### config.mk
export PLATFORM = sky130hd
export DESIGN_NAME = batch_timeslot_allocator_top
export DESIGN_NICKNAME = d
export VERILOG_FILES = /design/src/hw/rtl/bta_pkg.sv /design/src/hw/rtl/bta_ram.sv /design/src/hw/rtl/bta_free_map.sv /design/src/hw/rtl/batch_timeslot_allocator_top.sv
export SDC_FILE = /design/constraint.sdc
export NUM_CORES = 1
export LEC_CHECK = 0
export BUFFER_PORTS_ARGS = -buffer_cell sky130_fd_sc_hd__buf_4
export CORE_MARGIN = 2
export CORE_UTILIZATION = 55
export CTS_BUF_LIST = sky130_fd_sc_hd__clkbuf_4 sky130_fd_sc_hd__clkbuf_8 sky130_fd_sc_hd__clkbuf_16
export DETAILED_ROUTE_END_ITERATION = 10
export PLACE_DENSITY = 0.82
export RECOVER_POWER = 100
export SYNTH_ARGS = -nofsm -noshare
export SYNTH_HDL_FRONTEND = slang
export SYNTH_SLANG_ARGS = --single-unit
### constraint.sdc
create_clock -name clk -period 13 [get_ports clk]
set_input_delay 0.65 -clock clk [delete_from_list [all_inputs] [get_ports clk]]
set_output_delay 0.65 -clock clk [all_outputs]
set_load 0.01 [all_outputs]
### src/hw/rtl/bta_pkg.sv
// ----------------------------------------------------------------------------
// bta_pkg
// Shared constants and types of the batch timeslot allocator.
// ----------------------------------------------------------------------------
package bta_pkg;

	// Field widths of the stream items and the register.
	localparam int NODE_W    = 6;
	localparam int SLOT_W    = 3;
	localparam int COUNT_W   = 32;
	localparam int ALLOWED_W = 8;

	// Width of the internal slot index, enough for the largest slot count.
	localparam int SIDX_W = 6;

	// Default sizes.
	localparam int NODES_DEF = 64;
	localparam int SLOTS_DEF = 8;

	localparam logic [ALLOWED_W-1:0] ALLOWED_RST = 8'hFF;
	localparam logic [COUNT_W-1:0]   COUNT_MAX   = 32'hFFFF_FFFF;

	typedef enum logic {
		OP_DEMAND    = 1'b0,
		OP_NEW_BATCH = 1'b1
	} op_t;

endpackage

### src/hw/rtl/bta_ram.sv
// ----------------------------------------------------------------------------
// bta_ram
// Generic simple dual-port RAM, one write and one registered read port.
// ----------------------------------------------------------------------------
module bta_ram #(
	parameter int WIDTH = 8,
	parameter int DEPTH = 64
) (
	input  logic                     clk,
	input  logic                     we,
	input  logic [$clog2(DEPTH)-1:0] waddr,
	input  logic [WIDTH-1:0]         wdata,
	input  logic                     re,
	input  logic [$clog2(DEPTH)-1:0] raddr,
	output logic [WIDTH-1:0]         rdata
);

	logic [WIDTH-1:0] mem_q [DEPTH];

	// A read at the address being written returns the old contents.
	always_ff @(posedge clk) begin
		if (we) begin
			mem_q[waddr] <= wdata;
		end
		if (re) begin
			rdata <= mem_q[raddr];
		end
	end

endmodule

### src/hw/rtl/bta_free_map.sv
// ----------------------------------------------------------------------------
// bta_free_map
// Free-slot bitmaps of one side (sources or destinations): RAM storage,
// per-entry valid bits for the all-free state and a write bypass.
// ----------------------------------------------------------------------------
module bta_free_map #(
	parameter int NODES = bta_pkg::NODES_DEF,
	parameter int SLOTS = bta_pkg::SLOTS_DEF
) (
	input  logic                     clk,
	input  logic                     arst_n,
	input  logic                     rd_en,
	input  logic [$clog2(NODES)-1:0] rd_addr,
	input  logic [$clog2(NODES)-1:0] lk_addr,
	output logic [SLOTS-1:0]         free_bits,
	input  logic                     wr_en,
	input  logic [SLOTS-1:0]         wr_data,
	input  logic                     clr
);

	localparam int AW = $clog2(NODES);

	logic [SLOTS-1:0] ram_rdata;
	logic [NODES-1:0] vld_q;
	logic             fwd_vld_q;
	logic [AW-1:0]    fwd_addr_q;
	logic [SLOTS-1:0] fwd_data_q;

	bta_ram #(
		.WIDTH(SLOTS),
		.DEPTH(NODES)
	) u_ram (
		.clk  (clk),
		.we   (wr_en),
		.waddr(lk_addr),
		.wdata(wr_data),
		.re   (rd_en),
		.raddr(rd_addr),
		.rdata(ram_rdata)
	);

	// The bypass covers a write that landed in the same cycle as the read.
	// An entry without its valid bit has been free since the last new batch.
	always_comb begin
		priority if (fwd_vld_q && (fwd_addr_q == lk_addr)) begin
			free_bits = fwd_data_q;
		end else if (!vld_q[lk_addr]) begin
			free_bits = '1;
		end else begin
			free_bits = ram_rdata;
		end
	end

	always_ff @(posedge clk or negedge arst_n) begin
		if (!arst_n) begin
			vld_q     <= '0;
			fwd_vld_q <= 1'b0;
		end else if (clr) begin
			vld_q     <= '0;
			fwd_vld_q <= 1'b0;
		end else if (wr_en) begin
			vld_q[lk_addr] <= 1'b1;
			fwd_vld_q      <= 1'b1;
		end
	end

	always_ff @(posedge clk) begin
		if (wr_en) begin
			fwd_addr_q <= lk_addr;
			fwd_data_q <= wr_data;
		end
	end

endmodule

### src/hw/rtl/batch_timeslot_allocator_top.sv
// ----------------------------------------------------------------------------
// batch_timeslot_allocator_top
// Greedy timeslot allocator: grants the lowest allowed slot free at both endpoints.
// ----------------------------------------------------------------------------
// Usage:
//   Input words arrive on the s_ stream. s_tuser is the operation: a demand
//   for one slot between a source and a destination node, or a new batch
//   that frees every slot of every node. Each input word gives exactly one
//   output word on the m_ stream: the grant flag in m_tuser, the slot and
//   the running grant count in m_tdata.
//   The bitmaps are read from RAM at the edge that accepts a word; the
//   lookup stage combines them with the allowed-slot mask, picks the lowest
//   common free slot and, once the output register is free, writes back while
//   the result register loads in the same cycle.
//   One word is accepted every cycle while the output is taken.
//   When the receiver stalls, the held result and one word in the lookup
//   stage wait; s_tready drops until the output register frees up.
//   Reset frees all slots, clears the grant count and opens every slot in
//   the allowed mask. cfg_we writes the mask; write it only while idle.
// ----------------------------------------------------------------------------
module batch_timeslot_allocator_top #(
	parameter int NODES = bta_pkg::NODES_DEF,
	parameter int SLOTS = bta_pkg::SLOTS_DEF
) (
	input  logic        clk,
	input  logic        arst_n,
	input  logic        cfg_we,
	input  logic [7:0]  cfg_wdata,
	input  logic        s_tvalid,
	output logic        s_tready,
	input  logic [15:0] s_tdata,   // source_node[5:0], dest_node[11:6], zeros
	input  logic [0:0]  s_tuser,   // op[0]
	output logic        m_tvalid,
	input  logic        m_tready,
	output logic [39:0] m_tdata,   // slot[2:0], grant_count[34:3], zeros
	output logic [0:0]  m_tuser    // granted[0]
);

	localparam int AW      = $clog2(NODES);
	localparam int NODE_W  = bta_pkg::NODE_W;
	localparam int SIDX_W  = bta_pkg::SIDX_W;
	localparam int COUNT_W = bta_pkg::COUNT_W;
	localparam int SLOT_W  = bta_pkg::SLOT_W;

	logic [bta_pkg::ALLOWED_W-1:0] allowed_q;

	logic [AW-1:0] wrap_tbl [2**NODE_W];
	logic [AW-1:0] in_src;
	logic [AW-1:0] in_dst;
	logic          accept;
	logic          advance;

	logic           s1_valid;
	bta_pkg::op_t   s1_op;
	logic [AW-1:0]  s1_src;
	logic [AW-1:0]  s1_dst;

	logic [SLOTS-1:0] src_free;
	logic [SLOTS-1:0] dst_free;
	logic [SLOTS-1:0] common;
	logic [SLOTS-1:0] low_bit;
	logic [SIDX_W-1:0] pick_idx;
	logic             hit;
	logic             wr_en;
	logic             clr;

	logic [COUNT_W-1:0] total_q;
	logic [COUNT_W-1:0] total_next;

	logic               m_granted_q;
	logic [SLOT_W-1:0]  m_slot_q;
	logic [COUNT_W-1:0] m_count_q;

	// Node indices wrap modulo NODES; the table is fixed at elaboration.
	for (genvar i = 0; i < 2**NODE_W; i++) begin : g_wrap
		assign wrap_tbl[i] = AW'(i % NODES);
	end

	assign in_src = wrap_tbl[s_tdata[NODE_W-1:0]];
	assign in_dst = wrap_tbl[s_tdata[2*NODE_W-1:NODE_W]];

	assign advance  = s1_valid && (!m_tvalid || m_tready);
	assign s_tready = !s1_valid || advance;
	assign accept   = s_tvalid && s_tready;

	always_ff @(posedge clk or negedge arst_n) begin
		if (!arst_n) begin
			allowed_q <= bta_pkg::ALLOWED_RST;
		end else if (cfg_we) begin
			allowed_q <= cfg_wdata;
		end
	end

	always_ff @(posedge clk or negedge arst_n) begin
		if (!arst_n) begin
			s1_valid <= 1'b0;
		end else if (accept) begin
			s1_valid <= 1'b1;
		end else if (advance) begin
			s1_valid <= 1'b0;
		end
	end

	always_ff @(posedge clk) begin
		if (accept) begin
			s1_op  <= bta_pkg::op_t'(s_tuser[0]);
			s1_src <= in_src;
			s1_dst <= in_dst;
		end
	end

	bta_free_map #(
		.NODES(NODES),
		.SLOTS(SLOTS)
	) u_src_map (
		.clk      (clk),
		.arst_n   (arst_n),
		.rd_en    (accept),
		.rd_addr  (in_src),
		.lk_addr  (s1_src),
		.free_bits(src_free),
		.wr_en    (wr_en),
		.wr_data  (src_free & ~low_bit),
		.clr      (clr)
	);

	bta_free_map #(
		.NODES(NODES),
		.SLOTS(SLOTS)
	) u_dst_map (
		.clk      (clk),
		.arst_n   (arst_n),
		.rd_en    (accept),
		.rd_addr  (in_dst),
		.lk_addr  (s1_dst),
		.free_bits(dst_free),
		.wr_en    (wr_en),
		.wr_data  (dst_free & ~low_bit),
		.clr      (clr)
	);

	// Mask bits above SLOTS are dropped; missing ones read as not allowed.
	assign common  = SLOTS'(allowed_q) & src_free & dst_free;
	assign low_bit = common & (~common + SLOTS'(1));
	assign hit     = (s1_op == bta_pkg::OP_DEMAND) && (|common);
	assign wr_en   = advance && hit;
	assign clr     = advance && (s1_op == bta_pkg::OP_NEW_BATCH);

	always_comb begin
		pick_idx = '0;
		for (int i = 0; i < SLOTS; i++) begin
			if (low_bit[i]) begin
				pick_idx = pick_idx | SIDX_W'(i);
			end
		end
	end

	assign total_next = (hit && (total_q != bta_pkg::COUNT_MAX)) ? total_q + COUNT_W'(1)
		: total_q;

	always_ff @(posedge clk or negedge arst_n) begin
		if (!arst_n) begin
			total_q  <= '0;
			m_tvalid <= 1'b0;
		end else if (advance) begin
			total_q  <= total_next;
			m_tvalid <= 1'b1;
		end else if (m_tready) begin
			m_tvalid <= 1'b0;
		end
	end

	always_ff @(posedge clk) begin
		if (advance) begin
			m_granted_q <= hit;
			m_slot_q    <= hit ? pick_idx[SLOT_W-1:0] : '0;
			m_count_q   <= total_next;
		end
	end

	assign m_tuser = m_granted_q;
	assign m_tdata = {5'b0, m_count_q, m_slot_q};

endmodule
==> flow_summary.json <==
{
  "status": "finished, violations left",
  "violations": "max-capacitance violations, max-slew violations",
  "clk_pin_slew_worst_paths_ns": 0.07,
  "worstMarginPinSlew_ns": 5.46,
  "critPathArrivalTime_ns": 9.12,
  "drc": 0,
  "grt_max_degree": 92,
  "rsz0062_at_grt": "no",
  "cts_max_path_buffers": 3,
  "postCtsSetupRepairBufs": 0,
  "row_count": 112,
  "final_hold_viol_count": 0,
  "area_growth_pct": 10.7,
  "grt_antenna_before_repair": 3,
  "wl_um": 123000,
  "ys.flop_type": "edfxtp_1",
  "drv_cap": 46,
  "fp.dieArea_um2": 96200,
  "fin_tns_setup_ns": 0,
  "grt_first_pass_wirelength_um": 184000,
  "cp_top_family": "buffers and inverters",
  "fin_skew_ns": 0.0336,
  "synth-edff-count": 1117,
  "crit_required_ns": 13.35,
  "synth_area_leaders": "edfxtp_1, mux4_2, dfrtp_1, o21ai_0, nand2_1",
  "ir_worst_vdd_v": 0.000122,
  "grt_use_total_pct": 26.0,
  "globalplace.congestion": 0.886,
  "yosysSeqAreaShare_pct": 73.4,
  "coreArea_um2": 93200,
  "cts.sinks": 1288,
  "clkLatencyLatePin_ns": 0.71,
  "cts_resized": 0,
  "final_layout_size_suffix_gt1_share_pct": 21.6,
  "die_w_um": 310,
  "synth.largest_area_cell": "edfxtp_1",
  "die_h_um": 310,
  "ant_nets": 0,
  "fmax_mhz": 114,
  "finalWorstSetupSlack_ns": 4.23,
  "final_max_slew_viol_count": 1947,
  "finalCritPeriodShare_pct": 67.4,
  "yosys.area.top_type_share_pct": 65.0,
  "setup_viol": 0,
  "utilization_pct": 61.3,
  "htreeDepth": 3,
  "worstSetupEndpointType": "flip-flop",
  "postCtsHoldBufs": 0,
  "post-place-ws_ns": 6.49,
  "crit_slowest_cell": "clkbuf_1",
  "ios": 73,
  "start_kind": "flip-flop",
  "overflow": 0,
  "n_fill_cell": 6047,
  "postSynthAreaPerCell_um2": 19.2,
  "powerDensity_nw_per_um2": 157,
  "worst-setup-path-type": "reg -> reg",
  "start_util_pct": 55.3,
  "netlist_instances": 2681,
  "netlist_area_um2": 51600,
  "vias": 27500,
  "final_nets": 2777,
  "ys_warn_count": 0,
  "detail_route.first_pass.iterations": 7,
  "ys_types": 83,
  "portBuffers": 63,
  "cp_cell_sequence": "clkbuf_1 -> mux4_2 -> nor2_1 -> a211o_1 -> o221a_2 -> and3_1 -> o311ai_0 -> o32a_1 -> and4_1 -> clkbuf_1 -> or4_1 -> nor2_1",
  "final_cell_mix": "edfxtp_1, mux4_2, dfrtp_1",
  "cts_tree": "built",
  "async_flop_share_pct": 13.3,
  "grt_pass1_vias": 27800,
  "hold_path_class": "in -> reg",
  "final.min_clock_period_ns": 8.77,
  "worstPathMaxFanout": 48,
  "cp.buffers_inverters": 2,
  "wl_per_cell_um": 30.1,
  "drt_iter0_markers": 4237,
  "slew_headroom_pct": -264,
  "slowest_delay_ns": 1.77,
  "synth_seq_cells": 1288,
  "via_per_inst": 6.69,
  "final_common_cell": "edfxtp_1",
  "hpwlAfterDp_um": 69700,
  "cts-root-buf": "clkbuf_16",
  "p_leak_nw": 18.1,
  "numCtsBuffers": 119
}
[sequential cells by signal, summed over array words and instances (netlist names), 6 cells and up]
register,count
u_src_map.fwd_addr_q,6
u_src_map.u_ram.rdata,8
s1_src,6
allowed_q,8
u_dst_map.fwd_data_q,8
u_src_map.u_ram.mem_q,512
u_dst_map.vld_q,64
u_dst_map.fwd_addr_q,6
u_src_map.vld_q,64
u_dst_map.u_ram.mem_q,512
u_src_map.fwd_data_q,8
total_q,32
m_count_q,32
u_dst_map.u_ram.rdata,8
s1_dst,6
[layout make-up]
cell class                 instances  area, um^2  area share (%)
clock buffer                     162        3450            6.04
clock inverter                    62         694            1.22
timing repair buffer             117         527           0.922
multi-input combinational       1211       13000            22.8
sequential                      1288       37800            66.2
tap                             1254        1570            2.75
antenna                            1        2.50         0.00438
inverter                           9        33.8          0.0592
[worst paths after layout]
kind	slack, ns	end	startpoint	cells past startpoint
max in group asynchronous	5.03	u_src_map.vld_q[60]	arst_n	2
setup reg to reg	4.23	u_src_map.u_ram.mem_q[12][0]	s1_dst[0]	12
min in group asynchronous	1.93	u_dst_map.vld_q[13]	arst_n	1
setup / recovery	4.23	u_src_map.u_ram.mem_q[12][0]	s1_dst[0]	12
hold / removal	0.17	s1_valid	s_tvalid	2
hold reg to reg	0.48	u_src_map.vld_q[38]	u_src_map.vld_q[38]	2
[cell usage after synthesis, types with 3 or more instances]
| cell type | count |
|---|---|
| a211oi_1 | 4 |
| nor4b_1 | 4 |
| nor2b_1 | 6 |
| nor2_1 | 135 |
| xor2_1 | 28 |
| buf_4 | 8 |
| nor3b_1 | 5 |
| and2_1 | 3 |
| buf_1 | 32 |
| a31oi_1 | 7 |
| or4_1 | 5 |
| dfrtp_1 | 163 |
| nand3_1 | 47 |
| nand2_1 | 139 |
| o21a_1 | 35 |
| o221a_2 | 4 |
| mux2_2 | 10 |
| a22oi_1 | 5 |
| mux2i_1 | 25 |
| a221oi_1 | 8 |
| or3b_2 | 3 |
| nand4_1 | 24 |
| clkbuf_1 | 110 |
| mux4_2 | 343 |
| or3_1 | 14 |
| buf_6 | 8 |
| nand4b_1 | 3 |
| xnor2_1 | 44 |
| or2_2 | 5 |
| edfxtp_1 | 1117 |
| and3_1 | 16 |
| o21ai_0 | 107 |
| nor3_1 | 21 |
| a221o_1 | 5 |
| inv_1 | 7 |
| o22ai_1 | 4 |
| dfstp_2 | 8 |
| nor4_2 | 10 |
| nand2b_1 | 12 |
| nand3b_1 | 16 |
| nor4_1 | 44 |
| buf_2 | 19 |
| o22a_1 | 5 |
| a21oi_1 | 10 |
[per-stage QoR]
step | hold WS [ns] | instance area, um^2 | total power [mW] | instances
2_1_floorplan | 0.354 | 51600 | 5.15 | 2685
3_3_place_gp | 0.454 | 53500 | 5.36 | 3878
3_5_place_dp | 0.464 | 53500 | 5.40 | 3878
4_1_cts | 0.0674 | 57600 | 8.99 | 4102
5_1_grt | 0.168 | 57100 | 9.20 | 4103
6_report | 0.172 | 57100 | 8.98 | 4104
[metal layers]
layer / GRT usage, % / up-vias / share of wire [%]
met5: 0 / - / 0.029
met3: 5.99 / 343 / 9.8
met4: 9.77 / 6 / 4.0
met2: 42.3 / 1814 / 50
met1: 34.7 / 14300 / 36
li1: - / 11000 / -
[kinds of logic (layout without fill, tap and decap cells)]
group,count (synthesis),in the layout,synth area share [%]
AOI/OAI and AO/OA,230,230,2.93
xor gates and xnor gates,72,72,1.22
adders and majority gates,1,1,0.0243
buffers and inverters,186,350,1.57
DFF,1288,1288,73.4
muxes,379,379,15.7
other,1,6,0.00727
and+or+nand+nor,524,524,5.18
[power breakdown]
part,total (mW),internal (mW),switching (mW)
combinational,0.618,0.194,0.425
sequential,4.72,4.68,0.0397
clock,3.64,2.12,1.52
No activity file was read; power rests on OpenSTA's default activity.
